File: src/rtl/linear_probe_hash_map_top_defines.svh
// Assertion macros used by the hash map controller RTL.
`ifndef LINEAR_PROBE_HASH_MAP_TOP_DEFINES_SVH
`define LINEAR_PROBE_HASH_MAP_TOP_DEFINES_SVH

// Checked on every clock edge outside reset.
`define LPHM_ASSERT(lbl, prop, msg) \
  lbl: assert property (@(posedge clk) disable iff (rst) prop) \
    else $error(msg);

// Checked on every clock edge, reset included.
`define LPHM_ASSERT_ALWAYS(lbl, prop, msg) \
  lbl: assert property (@(posedge clk) prop) \
    else $error(msg);

`endif

File: src/rtl/lphm_pkg.sv
package lphm_pkg;

  localparam int TABLE_DEPTH = 256;
  localparam int VALUE_WIDTH = 32;
  localparam int IDX_W       = $clog2(TABLE_DEPTH);
  localparam int CNT_W       = IDX_W + 1;
  localparam int KEY_W       = 32;
  localparam int DATA_W      = 32;
  localparam int SLOT_W      = 8;
  localparam int LIVE_W      = 9;

  typedef logic [IDX_W-1:0]       idx_t;
  typedef logic [CNT_W-1:0]       cnt_t;
  typedef logic [KEY_W-1:0]       key_t;
  typedef logic [VALUE_WIDTH-1:0] val_t;

  typedef enum logic [1:0] {
    OP_PUT,
    OP_GET,
    OP_DEL,
    OP_READ
  } op_t;

  typedef enum logic [2:0] {
    ST_INSERTED,
    ST_UPDATED,
    ST_FOUND,
    ST_NOTFOUND,
    ST_FULL,
    ST_DELETED
  } status_t;

  typedef enum logic [1:0] {
    S_IDLE,
    S_RD,
    S_CHK,
    S_DONE
  } state_t;

  typedef struct packed {
    logic key_we;
    logic val_we;
    logic flag_we;
    logic live;
    logic tomb;
    idx_t addr;
    key_t key;
    val_t value;
  } wr_t;

  typedef struct packed {
    logic live;
    logic tomb;
    key_t key;
    val_t value;
  } rd_t;

  typedef struct packed {
    status_t             status;
    logic [DATA_W-1:0]   value_out;
    logic [SLOT_W-1:0]   slot_out;
    logic                slot_live;
    logic [LIVE_W-1:0]   live_count;
  } rsp_t;

endpackage

File: src/rtl/lphm_if.sv
interface lphm_req_if import lphm_pkg::*; ();
  logic        valid;
  logic        ready;
  op_t         op;
  logic [31:0] key_in;
  logic [31:0] value_in;
  logic [7:0]  slot_in;

  modport source (output valid, output op, output key_in, output value_in,
                  output slot_in, input ready);
  modport sink (input valid, input op, input key_in, input value_in,
                input slot_in, output ready);
endinterface


File: src/rtl/lphm_ctrl.sv
`include "linear_probe_hash_map_top_defines.svh"

module lphm_ctrl import lphm_pkg::*; (
  input  logic        clk,
  input  logic        rst,
  lphm_req_if.sink    req,
  output logic        rd_en,
  output idx_t        rd_addr,
  output wr_t         wr,
  input  rd_t         rd,
  output logic        res_valid,
  output rsp_t        res,
  input  logic        res_taken
);

  state_t            state, state_next;
  op_t               op_q, op_q_next;
  key_t              key_q, key_q_next;
  val_t              val_q, val_q_next;
  logic              oor, oor_next;
  idx_t              idx, idx_next;
  cnt_t              n, n_next;
  logic              have_free, have_free_next;
  idx_t              free_idx, free_idx_next;
  cnt_t              entry_count, entry_count_next;
  status_t           status_q, status_q_next;
  logic [DATA_W-1:0] vout, vout_next;
  logic [SLOT_W-1:0] sout, sout_next;
  logic              slive, slive_next;

  logic hit;
  logic empty;
  logic last;
  logic cand_have;
  idx_t cand_idx;
  idx_t idx_inc;

  assign hit       = rd.live && (rd.key == key_q);
  assign empty     = !rd.live && !rd.tomb;
  assign last      = (n == CNT_W'(TABLE_DEPTH - 1));
  assign cand_have = have_free || !rd.live;
  assign cand_idx  = have_free ? free_idx : idx;
  assign idx_inc   = (idx == IDX_W'(TABLE_DEPTH - 1)) ? '0 : idx + 1'b1;

  always_ff @(posedge clk) begin
    if (rst) begin
      state       <= S_IDLE;
      entry_count <= '0;
    end else begin
      state       <= state_next;
      entry_count <= entry_count_next;
    end
  end

  always_ff @(posedge clk) begin
    op_q      <= op_q_next;
    key_q     <= key_q_next;
    val_q     <= val_q_next;
    oor       <= oor_next;
    idx       <= idx_next;
    n         <= n_next;
    have_free <= have_free_next;
    free_idx  <= free_idx_next;
    status_q  <= status_q_next;
    vout      <= vout_next;
    sout      <= sout_next;
    slive     <= slive_next;
  end

  always_comb begin
    state_next       = state;
    op_q_next        = op_q;
    key_q_next       = key_q;
    val_q_next       = val_q;
    oor_next         = oor;
    idx_next         = idx;
    n_next           = n;
    have_free_next   = have_free;
    free_idx_next    = free_idx;
    entry_count_next = entry_count;
    status_q_next    = status_q;
    vout_next        = vout;
    sout_next        = sout;
    slive_next       = slive;
    rd_en            = 1'b0;
    rd_addr          = idx;
    wr               = '0;
    wr.addr          = idx;
    wr.key           = key_q;
    wr.value         = val_q;

    unique case (state)
      S_IDLE: begin
        if (req.valid) begin
          op_q_next      = req.op;
          key_q_next     = req.key_in;
          val_q_next     = req.value_in[VALUE_WIDTH-1:0];
          oor_next       = (32'(req.slot_in) >= TABLE_DEPTH);
          idx_next       = (req.op == OP_READ) ? IDX_W'(req.slot_in)
                                               : req.key_in[IDX_W-1:0];
          n_next         = '0;
          have_free_next = 1'b0;
          state_next     = S_RD;
        end
      end
      S_RD: begin
        rd_en      = 1'b1;
        state_next = S_CHK;
      end
      S_CHK: begin
        status_q_next = ST_NOTFOUND;
        vout_next     = '0;
        sout_next     = '0;
        slive_next    = 1'b0;
        state_next    = S_DONE;
        if (op_q == OP_READ) begin
          if (!oor) begin
            sout_next = SLOT_W'(idx);
            if (rd.live) begin
              status_q_next = ST_FOUND;
              slive_next    = 1'b1;
            end
            if (rd.live || rd.tomb) begin
              vout_next = DATA_W'(rd.value);
            end
          end
        end else if (hit) begin
          sout_next = SLOT_W'(idx);
          case (op_q)
            OP_PUT: begin
              wr.val_we     = 1'b1;
              status_q_next = ST_UPDATED;
            end
            OP_GET: begin
              vout_next     = DATA_W'(rd.value);
              status_q_next = ST_FOUND;
            end
            OP_DEL: begin
              wr.flag_we    = 1'b1;
              wr.tomb       = 1'b1;
              status_q_next = ST_DELETED;
              if (entry_count != '0) begin
                entry_count_next = entry_count - 1'b1;
              end
            end
            default: begin
            end
          endcase
        end else if (empty || last) begin
          if (op_q == OP_PUT) begin
            if (cand_have) begin
              wr.addr          = cand_idx;
              wr.key_we        = 1'b1;
              wr.val_we        = 1'b1;
              wr.flag_we       = 1'b1;
              wr.live          = 1'b1;
              entry_count_next = entry_count + 1'b1;
              status_q_next    = ST_INSERTED;
              sout_next        = SLOT_W'(cand_idx);
            end else begin
              status_q_next = ST_FULL;
            end
          end
        end else begin
          if (op_q == OP_PUT) begin
            have_free_next = cand_have;
            free_idx_next  = cand_idx;
          end
          idx_next   = idx_inc;
          n_next     = n + 1'b1;
          state_next = S_RD;
        end
      end
      S_DONE: begin
        if (res_taken) begin
          state_next = S_IDLE;
        end
      end
      default: begin
        state_next = S_IDLE;
      end
    endcase
  end

  assign req.ready      = (state == S_IDLE);
  assign res_valid      = (state == S_DONE);
  assign res.status     = status_q;
  assign res.value_out  = vout;
  assign res.slot_out   = sout;
  assign res.slot_live  = slive;
  assign res.live_count = LIVE_W'(entry_count);

  `LPHM_ASSERT(a_res_hold, (res_valid && !res_taken) |=> (res_valid && $stable(status_q) && $stable(sout)), "result changed while waiting")
  `LPHM_ASSERT(a_count_quiet, (state != S_CHK) |=> $stable(entry_count), "entry count moved outside compare step")
  `LPHM_ASSERT_ALWAYS(a_probe_bound, (state == S_CHK) |-> (n < CNT_W'(TABLE_DEPTH)), "probe ran past table depth")
  `LPHM_ASSERT_ALWAYS(a_write_step, (wr.key_we || wr.val_we || wr.flag_we) |-> (state == S_CHK), "store written outside compare step")

endmodule

File: src/flat_wrapper.sv
// flat-port wrapper written by rule: the top's interface ports become plain ports
module lphm_ctrl_flat import lphm_pkg::*;
  (clk, rst, rd_en, rd_addr, wr, rd, res_valid, res, res_taken, req_valid, req_op, req_key_in, req_value_in, req_slot_in, req_ready);
  lphm_req_if req_i ();
  input  logic clk;
  input  logic rst;
  output logic rd_en;
  output idx_t rd_addr;
  output wr_t wr;
  input  rd_t rd;
  output logic res_valid;
  output rsp_t res;
  input  logic res_taken;
  input wire logic [$bits(req_i.valid)-1:0] req_valid;
  input wire logic [$bits(req_i.op)-1:0] req_op;
  input wire logic [$bits(req_i.key_in)-1:0] req_key_in;
  input wire logic [$bits(req_i.value_in)-1:0] req_value_in;
  input wire logic [$bits(req_i.slot_in)-1:0] req_slot_in;
  output wire logic [$bits(req_i.ready)-1:0] req_ready;
  assign req_i.valid = req_valid;
  assign req_i.op = req_op;
  assign req_i.key_in = req_key_in;
  assign req_i.value_in = req_value_in;
  assign req_i.slot_in = req_slot_in;
  assign req_ready = req_i.ready;
  lphm_ctrl u_core (.clk(clk), .rst(rst), .req(req_i), .rd_en(rd_en), .rd_addr(rd_addr), .wr(wr), .rd(rd), .res_valid(res_valid), .res(res), .res_taken(res_taken));
endmodule
File: config.mk
export PLATFORM = sky130hd
export DESIGN_NAME = lphm_ctrl_flat
export DESIGN_NICKNAME = d
export VERILOG_FILES = /design/src/rtl/lphm_pkg.sv /design/src/rtl/lphm_if.sv /design/src/rtl/lphm_ctrl.sv /design/src/flat_wrapper.sv
export VERILOG_INCLUDE_DIRS = /design/src /design/src/rtl
export SDC_FILE = /design/constraint.sdc
export NUM_CORES = 1
export LEC_CHECK = 0
export ABC_AREA = 1
export BUFFER_PORTS_ARGS = -buffer_cell sky130_fd_sc_hd__buf_2
export CAP_MARGIN = 5
export CORE_MARGIN = 3
export CORE_UTILIZATION = 50
export DETAILED_ROUTE_END_ITERATION = 8
export GPL_TIMING_DRIVEN = 0
export PLACE_DENSITY_LB_ADDON = 0.15
export SKIP_CTS_REPAIR_TIMING = 1
export SYNTH_ARGS = -nofsm -noshare
export SYNTH_HDL_FRONTEND = slang
export SYNTH_SLANG_ARGS = --single-unit
File: constraint.sdc
create_clock -name clk -period 2.9 [get_ports clk]
set_input_delay 0.29 -clock clk [delete_from_list [all_inputs] [get_ports clk]]
set_output_delay 0.29 -clock clk [all_outputs]
set_load 0.02 [all_outputs]
# After elaboration in Yosys (flattened, before gate mapping)
# Cells that the tools add are included.
word_totals:
  register_bits: 147
  in_bits: 144
  out_inout_bits: 141
  wordCells: 122
op_classes:
  add_sub_neg: 4
  eq_ne: 18
  n_mux: 64
  n_bitwise: 3
  reduce_logical: 20
op_table:
  columns: ["op", "n"]
  rows:
  - ["32-bit 2-to-1 mux", 4]
  - ["8-bit 2-to-1 mux", 16]
  - ["9-bit 2-to-1 mux", 10]
  - ["32-bit == test", 1]
  - ["13-bit 2-to-1 mux", 2]
  - ["9-bit by 1-bit adder with 9-bit output, second input constant", 2]
  - ["9-bit one-hot mux with 2 select lines", 1]
  - ["8-bit one-hot mux with 2 select lines", 1]
  - ["3-bit 2-to-1 mux", 5]
  - ["1-bit 2-to-1 mux", 13]
  - ["2-bit 2-to-1 mux", 6]
  - ["4-bit 2-to-1 mux", 3]
  - ["2-bit != test, second input constant", 6]
  - ["2-bit == test, second input constant", 5]
  - ["5-bit AND reduction", 2]
  - ["9-bit by 8-bit == test with 1-bit output, second input constant", 1]
  - ["3-bit one-hot mux with 3 select lines", 1]
  - ["9-bit nonzero test", 1]
  - ["9-bit by 1-bit subtractor with 9-bit output, second input constant", 1]
  - ["8-bit by 1-bit adder with 8-bit output, second input constant", 1]
  - ["8-bit == test, second input constant", 1]
  - ["2-bit one-hot mux with 4 select lines", 1]
  - ["2-bit nonzero test", 4]
  - ["7-bit AND reduction", 1]
  - ["10 further kinds", 20]

# Longest topological paths before layout
# Gate-level depths: netlist (run 1).
depth:
  word_depth: 8
  mapped_depth: 20
  mapped_depth_nobuf: 20

# Worst setup path after synthesis (run 1)
# Ideal clock, no wire load.
synth_path:
  path_type: "reg2out"
  start: "register u_core.state[1]"
  end: "output port wr[76] (netlist bit)"
  arrival_time_ps: 2374
  t_required_ps: 2610
  slack_ps: 236
  path_stages_with_launch: 7
  n_path_buf: 2
  cell_sequence: "dfxtp_1 -> inv_1 -> nor2_4 -> inv_2 -> clkbuf_1 -> nor3_1 -> buf_4"
synth_lines:
  columns: ["item", "line", "rtl"]
  rows:
  - ["start, declared", "lphm_ctrl.sv:16", "state_t state, state_next;"]
  - ["start signal, assigned", "lphm_ctrl.sv:50", "state <= state_next;"]
  - ["end, declared", "flat_wrapper.sv:9", "output wr_t wr;"]

==> metrics.yaml, run 1 <==
io_pins: 285
numCtsBuffers: 17
cts_max_path_buffers: 2
wl_per_cell_um: 14.71
clock_latency_ns: 0.42
numPortBuffers: 284
cts_tree: "done"
diodes: 0
met2_usage_pct: 37.66
initialDrtViolationCount: 407
placed_area_um2: 9189
ys.warnings.count: 0
finClkSkew_ns: 0.008270
synthFlopType: "edfxtp_1"
num_vias: 6598
design_area_um2: 10050
cts.sinks: 147
vdd_ir_drop_max_uv: 387.2
start_util_pct: 51.34
start_kind: "flip-flop"
grt.overflow.total: 0
dp_hpwl_um: 14890
combPwrFrac_pct: 15.4
max_slew.worst_pin.slew_ns: 0.8504
p_int_w: 0.004138
antenna_found_initial: 3
holdWs_ns: 0.04316
die_h_um: 128.4
row_count: 44
hold_violations: 0
finish.utilization_pct: 68.87
slew_violations: 0
async_reset_ff_share_pct: 0
die_w_um: 128.4
drc: 0
root_buffer: "clkbuf_16"
netlist_area_um2: 7490
viasPerCell: 4.906
firstDrtPassIters: 5
synth_edf_count: 136
syn_inst: 829
switchingPower_w: 0.001521
grt_use_met3_pct: 7.306
failed_checks: "setup timing"
arrival_ns: 2.66
seqPwrFrac_pct: 45.0
p_leak_nw: 4.964
grt_usage_pct: 23.25
end_kind: "output pin"
grt_pass1_wl_um: 29780
synth_area_per_cell_um2: 9.035
dpl_worst_slack_ns: -0.08467
coreArea_um2: 14590
ant_nets: 0
grtUsageMet1_pct: 29.47
gp_congestion: 0.9221
p_sw_share_pct: 26.87
busiest_layer: "met2"
cts.clk_slew.worst_paths_ns: 0.06
grt_pass1_vias: 6081
seq_area_frac_synth_pct: 57.47
outcome: "finished with violations"
post-route-min-period_ns: 2.948
pwr-share-clk_pct: 39.6
dieArea_um2: 16480
worstPathMaxFanout: 5
rsz0062_at_grt: "true"
drv_cap: 0
slew_headroom_pct: 43.23
fin_crit_sh_pct: 101.6
h-tree-depth: 4
synthToLayoutAreaGrowth_pct: 34.15
powerDensity_nw_per_um2: 563.2
hp-class: "in -> reg"
post_route_cells_drive_above_1_share_pct: 36.95
worstPathRequired_ns: 2.61
setup_viol_count_final: 6
drt-total-wl_um: 19780
syn-num-nets: 984
synth.distinct_cells: 42
layout_setup_ws_ns: -0.04758
fin_nets: 1303
max_freq_mhz: 339.3
crit_type: "reg -> out"
p_total_w: 0.005659
grt_start_max_net_pins: 36
ys_ff_latch: 147
==> per-stage QoR <==
stage	setup TNS [ns]	instances
finish	-0.1344	1345
global route	-1.602	1345
CTS	-4.262	1331
detailed placement	-0.3307	1299
global placement	-1.139	1297
floorplan	0	829
==> Yosys cell counts, drive strengths merged (2+ instances only) <==
master / instances / area (um2)
a211oi: 2 / 15.01
a21oi: 22 / 113.9
a31oi: 2 / 12.51
and2: 2 / 12.51
buf: 6 / 53.79
clkbuf: 4 / 15.01
dfxtp: 11 / 220.2
edfxtp: 136 / 4084
ha: 10 / 125.1
inv: 151 / 569.3
nand2: 244 / 958.4
nand3: 22 / 137.6
nand3b: 2 / 15.01
nand4: 4 / 25.02
nor2: 135 / 640.6
nor3: 7 / 40.04
nor3b: 3 / 22.52
nor4: 3 / 18.77
o21ai: 38 / 193.9
o22ai: 6 / 43.79
o32ai: 2 / 17.52
xnor2: 7 / 61.31
xor2: 6 / 52.55
==> critical path, cell delays in order, from the launching register on <==
cell and delay [ns]:
edfxtp_1 0.39, ha_2 0.23, nand2_4 0.07, nor3b_4 0.20, nand2_1 0.09, nor2_1 0.12, ha_2 0.20, nor2_4 0.05
nor2_4 0.14, nand2_2 0.09, nor2_4 0.19, buf_4 0.14, nand2_1 0.05, o21ai_1 0.11, buf_4 0.17
==> layer usage <==
| layer | wire, um | share of wire (%) |
|---|---|---|
| met5 | 37 | 0.19 |
| met4 | 388 | 2.0 |
| met3 | 1886 | 9.5 |
| met2 | 9528 | 48 |
| met1 | 7941 | 40 |
==> cell usage in the layout (no fill, tap or decap), drive strengths merged <==
| cell type | instances |
|---|---|
| ha | 10 |
| bufinv | 3 |
| o32ai | 2 |
| o21ai | 38 |
| inv | 156 |
| or2 | 1 |
| nor2 | 136 |
| and2 | 2 |
| nand3b | 2 |
| nor3 | 7 |
| xor2 | 6 |
| edfxtp | 136 |
| a21oi | 22 |
| fa | 1 |
| nand4 | 4 |
| a31oi | 2 |
| buf | 305 |
| a211oi | 2 |
| clkbuf | 21 |
| o21a | 1 |
| xnor2 | 7 |
| o31ai | 1 |
| clkinv | 7 |
| nor3b | 3 |
| dfxtp | 11 |
| nand2 | 244 |
| nand3 | 22 |
| o22ai | 6 |
| nor4 | 3 |
==> cell families (layout without fill, tap and decap cells) <==
family,Yosys count,count (layout),share of synthesized area (%)
buf+inv,161,492,8.520
flops,147,147,57.47
fa+ha+maj,11,11,1.938
compound gates,74,74,5.496
simple gates,423,424,25.06
xor+xnor,13,13,1.520
==> power by group through the flow <==
| stage | combinational [W] | clock, W | sequential, W |
|---|---|---|---|
| 2_1_floorplan | 0.000378 | 0 | 0.00271 |
| 3_5_place_dp | 0.000834 | 0 | 0.00259 |
| 5_1_grt | 0.000958 | 0.00237 | 0.00256 |
| 3_3_place_gp | 0.000807 | 0 | 0.00259 |
| 4_1_cts | 0.000838 | 0.00228 | 0.00255 |
| 6_report | 0.000869 | 0.00224 | 0.00255 |
==> registers in the layout (all words and copies together), names as in the netlist <==
register and flops:
u_core.op_q 2, u_core.have_free 1, u_core.free_idx 8, u_core.entry_count 9, u_core.slive 1, u_core.val_q 32
u_core.vout 32, u_core.key_q 32, u_core.n 9, u_core.rd_addr 8, u_core.status_q 3, u_core.state 2
u_core.sout 8
==> worst paths after layout <==
path | from | end | slack [ns] | depth (start not counted)
min | req_key_in[23] | u_core.key_q[23] | 0.04 | 1
min reg2reg | u_core.entry_count[2] | u_core.entry_count[2] | 0.51 | 2
max reg2reg | u_core.key_q[23] | u_core.entry_count[8] | 0.22 | 20
max | u_core.n[0] | wr[64] | -0.05 | 14
==> final cells by class <==
class	instances	area, um2
Fill cell	1156	4542
Sequential cell	147	4304
Multi-Input combinational cell	522	2654
Timing Repair Buffer	299	1614
Inverter	151	569.3
Clock buffer	17	425.4
Tap cell	184	230.2
Clock inverter	15	175.2
Buffer	10	75.07
Note: power is estimated with default switching activity, not from simulation.
==> run 2, diff against run 1 <==
--- a/config.mk
+++ b/config.mk
@@ -14,6 +14,8 @@
 export DETAILED_ROUTE_END_ITERATION = 8
 export GPL_TIMING_DRIVEN = 0
 export PLACE_DENSITY_LB_ADDON = 0.15
+export RECOVER_POWER = 25
+export REMOVE_ABC_BUFFERS = 1
 export SKIP_CTS_REPAIR_TIMING = 1
 export SYNTH_ARGS = -nofsm -noshare
 export SYNTH_HDL_FRONTEND = slang
==> run 2 against run 1 <==
The run still ends with setup timing left. Sequential power is essentially flat. Power shrank 2.0%. Die area is the same. First-iteration DRC count up 28%. Worst setup slack got worse by 0.029 ns. Core utilization fell by 0.13 points. Via count is 1.1% higher. Sequential share of layout area grew 0.080 points. Maximum frequency is 0.98% lower. Design area fell by 0.19%. Critical path depth shrank 1. Critical endpoint is now wr[66]. Largest cell class unchanged. Highest routed layer is now met4.
==> metrics.yaml, run 2 (synthesized netlist as in run 1, its figures left out) <==
outcome: "finished with violations"
failed_checks: "setup timing"
diodes: 0
crit_chain: "ha_2 > nand2_2 > nor3b_2 > nand2_1 > nor2_2 > ha_2 > nor2_4 > nor2_4 > nand2_4 > nor2_4 > clkbuf_16 > o21ai_0 > buf_4"
hp-class: "in -> reg"
io_pins: 285
placed_area_um2: 9112
slew_violations: 0
num_vias: 6669
grt_usage_pct: 24.32
coreArea_um2: 14590
grt_start_max_net_pins: 43
fin_nets: 1303
cts_max_path_buffers: 2
initialDrtViolationCount: 522
firstDrtPassIters: 5
dieArea_um2: 16480
drt-total-wl_um: 20840
antenna_found_initial: 0
die_w_um: 128.4
vdd_ir_drop_max_uv: 437.1
cts_tree: "done"
finClkSkew_ns: 0.01913
crit_type: "reg -> out"
critPathMostFrequentCell: "nor2_4"
drc: 0
multi_input_area_um2: 2681
powerDensity_nw_per_um2: 552.8
numCtsBuffers: 17
end_kind: "output pin"
wl_per_cell_um: 15.52
grt.overflow.total: 0
grt_pass1_vias: 6274
synthToLayoutAreaGrowth_pct: 33.90
row_count: 44
max_freq_mhz: 335.9
critPathSlowestCell: "edfxtp_1"
layout_setup_ws_ns: -0.07687
die_h_um: 128.4
setup_tns_ns: -0.5513
fin_crit_sh_pct: 102.7
grt_pass1_wl_um: 30780
numPortBuffers: 284
final_common_cell: "buf_2"
drv_cap: 0
post-route-min-period_ns: 2.977
critPathBufInv: 2
dp_hpwl_um: 15320
arrival_ns: 2.69
n_fill_cell: 1178
hold_violations: 0
ant_nets: 0
largestRegisters: "u_core.key_q: 32 flops, u_core.val_q: 32 flops, u_core.vout: 32 flops"
slew_headroom_pct: 44.46
post_route_cells_drive_above_1_share_pct: 34.51
cts.clk_slew.worst_paths_ns: 0.06
start_util_pct: 51.34
h-tree-depth: 4
design_area_um2: 10030
crit_family: "simple AND/OR/NAND/NOR gates"
cts.sinks: 147
viasPerCell: 4.966
finish.utilization_pct: 68.74
slowest_delay_ns: 0.38
p_leak_nw: 4.844
holdWs_ns: 0.04046
gp_congestion: 0.9133
layout_common_cells: "237 x buf_2, 220 x nand2_1, 142 x inv_1, 136 x edfxtp_1, 91 x nor2_1"
worstPathMaxFanout: 6
max_slew.worst_pin.slew_ns: 0.8300
seq_area_um2: 4304
worstPathRequired_ns: 2.61
setup_viol_count_final: 8
rsz0062_at_grt: "true"
clock_latency_ns: 0.43
start_kind: "flip-flop"
root_buffer: "clkbuf_16"
[run 2: cell count changes in the layout (fill, tap and decap cells not counted), moves of 4 or more]
cell      delta
o21ai_1      -6
buf_2       -39
nand2_1      -4
buf_4        +4
clkbuf_1    +35
[run 2: stage by stage]
stage / setup slack, ns / cells / power (W)
after floorplan: 0.1334 / 819 / 0.003078
after global placement: -0.6759 / 1287 / 0.003394
after detailed placement: -0.2707 / 1289 / 0.003415
after CTS: -0.7452 / 1319 / 0.005544
after global routing: -0.2190 / 1343 / 0.005769
final: -0.07687 / 1343 / 0.005544
[run 2: path summary, 6_finish.rpt]
kind	start	end	slack [ns]	cells after the start
min reg2reg	u_core.entry_count[2]	u_core.entry_count[2]	0.51	2
min	req_value_in[0]	u_core.val_q[0]	0.04	1
max	u_core.n[0]	wr[66]	-0.08	13
max reg2reg	u_core.key_q[23]	u_core.entry_count[8]	0.19	20
[run 2: area by class of cell]
type	count	share of cell area (%)
Timing Repair Buffer	309	16.73
Sequential cell	147	42.92
Clock inverter	12	1.335
Multi-Input combinational cell	522	26.74
Tap cell	184	2.296
Inverter	151	5.702
Clock buffer	18	4.279
[run 2: layer usage]
layer | vias up | global-route usage [%] | part of all wire, %
met1 | 3029 | 29.42 | 38
met3 | 50 | 8.883 | 9.7
met4 | 0 | 8.365 | 2.5
li1 | 3280 | - | -
met2 | 310 | 40.36 | 50
met5 | - | 0 | 0
[run 2: power by group]
part           total, W  switching (W)  internal (W)
logic          0.000865       0.000571      0.000294
clock network   0.00213       0.000867       0.00126
registers       0.00255      0.0000740       0.00248
==> run 3, diff against run 2 <==
--- a/config.mk
+++ b/config.mk
@@ -15,7 +15,6 @@
 export GPL_TIMING_DRIVEN = 0
 export PLACE_DENSITY_LB_ADDON = 0.15
 export RECOVER_POWER = 25
-export REMOVE_ABC_BUFFERS = 1
 export SKIP_CTS_REPAIR_TIMING = 1
 export SYNTH_ARGS = -nofsm -noshare
 export SYNTH_HDL_FRONTEND = slang
==> constraint.sdc (replaced) <==
create_clock -name clk -period 3.4 [get_ports clk]
set_input_delay 0.34 -clock clk [delete_from_list [all_inputs] [get_ports clk]]
set_output_delay 0.34 -clock clk [all_outputs]
set_load 0.02 [all_outputs]
==> run 3 against run 2 <==
Critical path depth stayed put. Critical path type unchanged. Routed wire length is 7.7% lower. Largest power group unchanged. Critical endpoint unchanged. Largest cell class unchanged. Sequential power is 15% lower. Clock-buffer cell count is 1 lower. Via count is 3.0% lower. Register-to-register slack better by 0.22 ns. Non-clock buffer count is 10 lower. The run now ends clean.
==> metrics.yaml, run 3 (synthesized netlist as in run 1, its figures left out) <==
p_leak_nw: 4.746
start_kind: "flip-flop"
drt-total-wl_um: 19230
hold_violations: 0
critPathMostFrequentCell: "nand2_1"
finClkSkew_ns: 0.008500
die_h_um: 128.4
h-tree-depth: 4
dp_hpwl_um: 14890
grt_pass1_vias: 6081
numPortBuffers: 284
drc: 0
fin_nets: 1292
end_kind: "output pin"
slew_headroom_pct: 41.36
arrival_ns: 2.80
dpl_worst_slack_ns: 0.3653
grt.overflow.total: 0
powerDensity_nw_per_um2: 490.4
p_int_w: 0.003505
layout_setup_ws_ns: 0.2628
crit_chain: "ha_1 > nand2_1 > nor3b_2 > nand2_1 > nor2_1 > ha_1 > nor2_1 > nor2_2 > nand2_1 > nor2_4 > clkbuf_4 > o21ai_0 > buf_2"
max_freq_mhz: 318.8
p_sw_share_pct: 26.86
row_count: 44
hp-class: "in -> reg"
die_w_um: 128.4
gp_congestion: 0.9221
seqPwrFrac_pct: 45.3
ant_nets: 0
layout_common_cells: "239 x buf_2, 231 x nand2_1, 142 x inv_1, 136 x edfxtp_1, 93 x nor2_1"
numCtsBuffers: 17
wl_per_cell_um: 14.42
grt_start_max_net_pins: 36
drv_cap: 0
slew_violations: 0
crit_type: "reg -> out"
critPathSlowestCell: "edfxtp_1"
diodes: 0
cts.clk_slew.worst_paths_ns: 0.06
initialDrtViolationCount: 425
start_util_pct: 51.34
worstPathMaxFanout: 10
cts_tree: "done"
slowest_delay_ns: 0.42
worstPathRequired_ns: 3.06
synthToLayoutAreaGrowth_pct: 30.49
antenna_found_initial: 3
max_slew.worst_pin.slew_ns: 0.8775
viasPerCell: 4.851
root_buffer: "clkbuf_16"
outcome: "finished, final reports clean"
pwr-share-clk_pct: 39.9
cts.sinks: 147
cts_max_path_buffers: 2
post_route_cells_drive_above_1_share_pct: 30.87
coreArea_um2: 14590
dieArea_um2: 16480
setup_viol_count_final: 0
fin_crit_sh_pct: 92.27
switchingPower_w: 0.001288
grt_usage_pct: 23.25
firstDrtPassIters: 5
clock_latency_ns: 0.42
num_vias: 6471
vdd_ir_drop_max_uv: 322.5
largestRegisters: "u_core.key_q: 32 flops, u_core.val_q: 32 flops, u_core.vout: 32 flops"
combPwrFrac_pct: 14.8
io_pins: 285
post-route-min-period_ns: 3.137
final_common_cell: "buf_2"
grt_pass1_wl_um: 29780
setup_tns_ns: 0
[run 3: cell types whose count changed in the layout (fill, tap and decap cells not counted), sizes merged]
| cell | previous run | this run |
|---|---|---|
| nor2 | 136 | 135 |
| clkinvlp | 3 | 0 |
| buf | 270 | 249 |
| clkinv | 4 | 7 |
| clkbuf | 57 | 67 |
| inv | 154 | 156 |
| bufinv | 2 | 3 |
[run 3: worst max-delay path, delay by kind of cell (launching register included)]
| family | cells | cell delay (ns) |
|---|---|---|
| adder cells (fa/ha/maj) | 2 | 0.43 |
| AO/OA/AOI/OAI | 1 | 0.22 |
| buffers and inverters | 2 | 0.39 |
| AND/OR/NAND/NOR | 8 | 0.93 |
| flip-flops | 1 | 0.42 |
[run 3: cell type report]
class	count	area, um2
buffer	10	71.32
clock buffer	17	425.4
clock inverter	15	175.2
fill	1200	4816
inverter	151	569.3
multi-input combinational	521	2562
sequential	147	4304
tap	184	230.2
timing repair buffer	289	1435
[run 3: metal layers]
metal	track usage, %	part of all wire (%)	vias up
met5	0	0.19	-
met4	8.614	2.0	6
met3	7.306	9.8	37
met2	37.66	48	277
met1	29.47	40	2906
li1	-	-	3245
[run 3: power groups by stage]
| stage | registers (W) | clock network [W] | logic (W) |
|---|---|---|---|
| finish | 0.00217 | 0.00191 | 0.000708 |
| global route | 0.00219 | 0.00202 | 0.000783 |
| CTS | 0.00217 | 0.00195 | 0.000715 |
| detailed placement | 0.00221 | 0 | 0.000711 |
| global placement | 0.00221 | 0 | 0.000689 |
| floorplan | 0.00231 | 0 | 0.000322 |
[run 3: final timing paths]
path	startpoint	endpoint	slack, ns	cells after the start
setup / recovery	u_core.n[0]	wr[66]	0.26	13
hold / removal	req_key_in[23]	u_core.key_q[23]	0.09	1
setup reg to reg	u_core.key_q[0]	u_core.entry_count[8]	0.41	19
hold reg to reg	u_core.entry_count[5]	u_core.entry_count[5]	0.51	2
[run 3: through the flow]
step / total power (W) / util [%] / cells / hold slack (ns) / cell area, um2
finish: 0.004793 / 66.99 / 1334 / 0.09200 / 9773
global route: 0.004992 / 66.99 / 1334 / 0.07783 / 9773
CTS: 0.004832 / 67.10 / 1331 / 0.07243 / 9789
detailed placement: 0.002920 / 62.98 / 1299 / 0.4993 / 9189
global placement: 0.002898 / 62.66 / 1297 / 0.4874 / 9141
floorplan: 0.002633 / - / 829 / 0.4389 / 7490
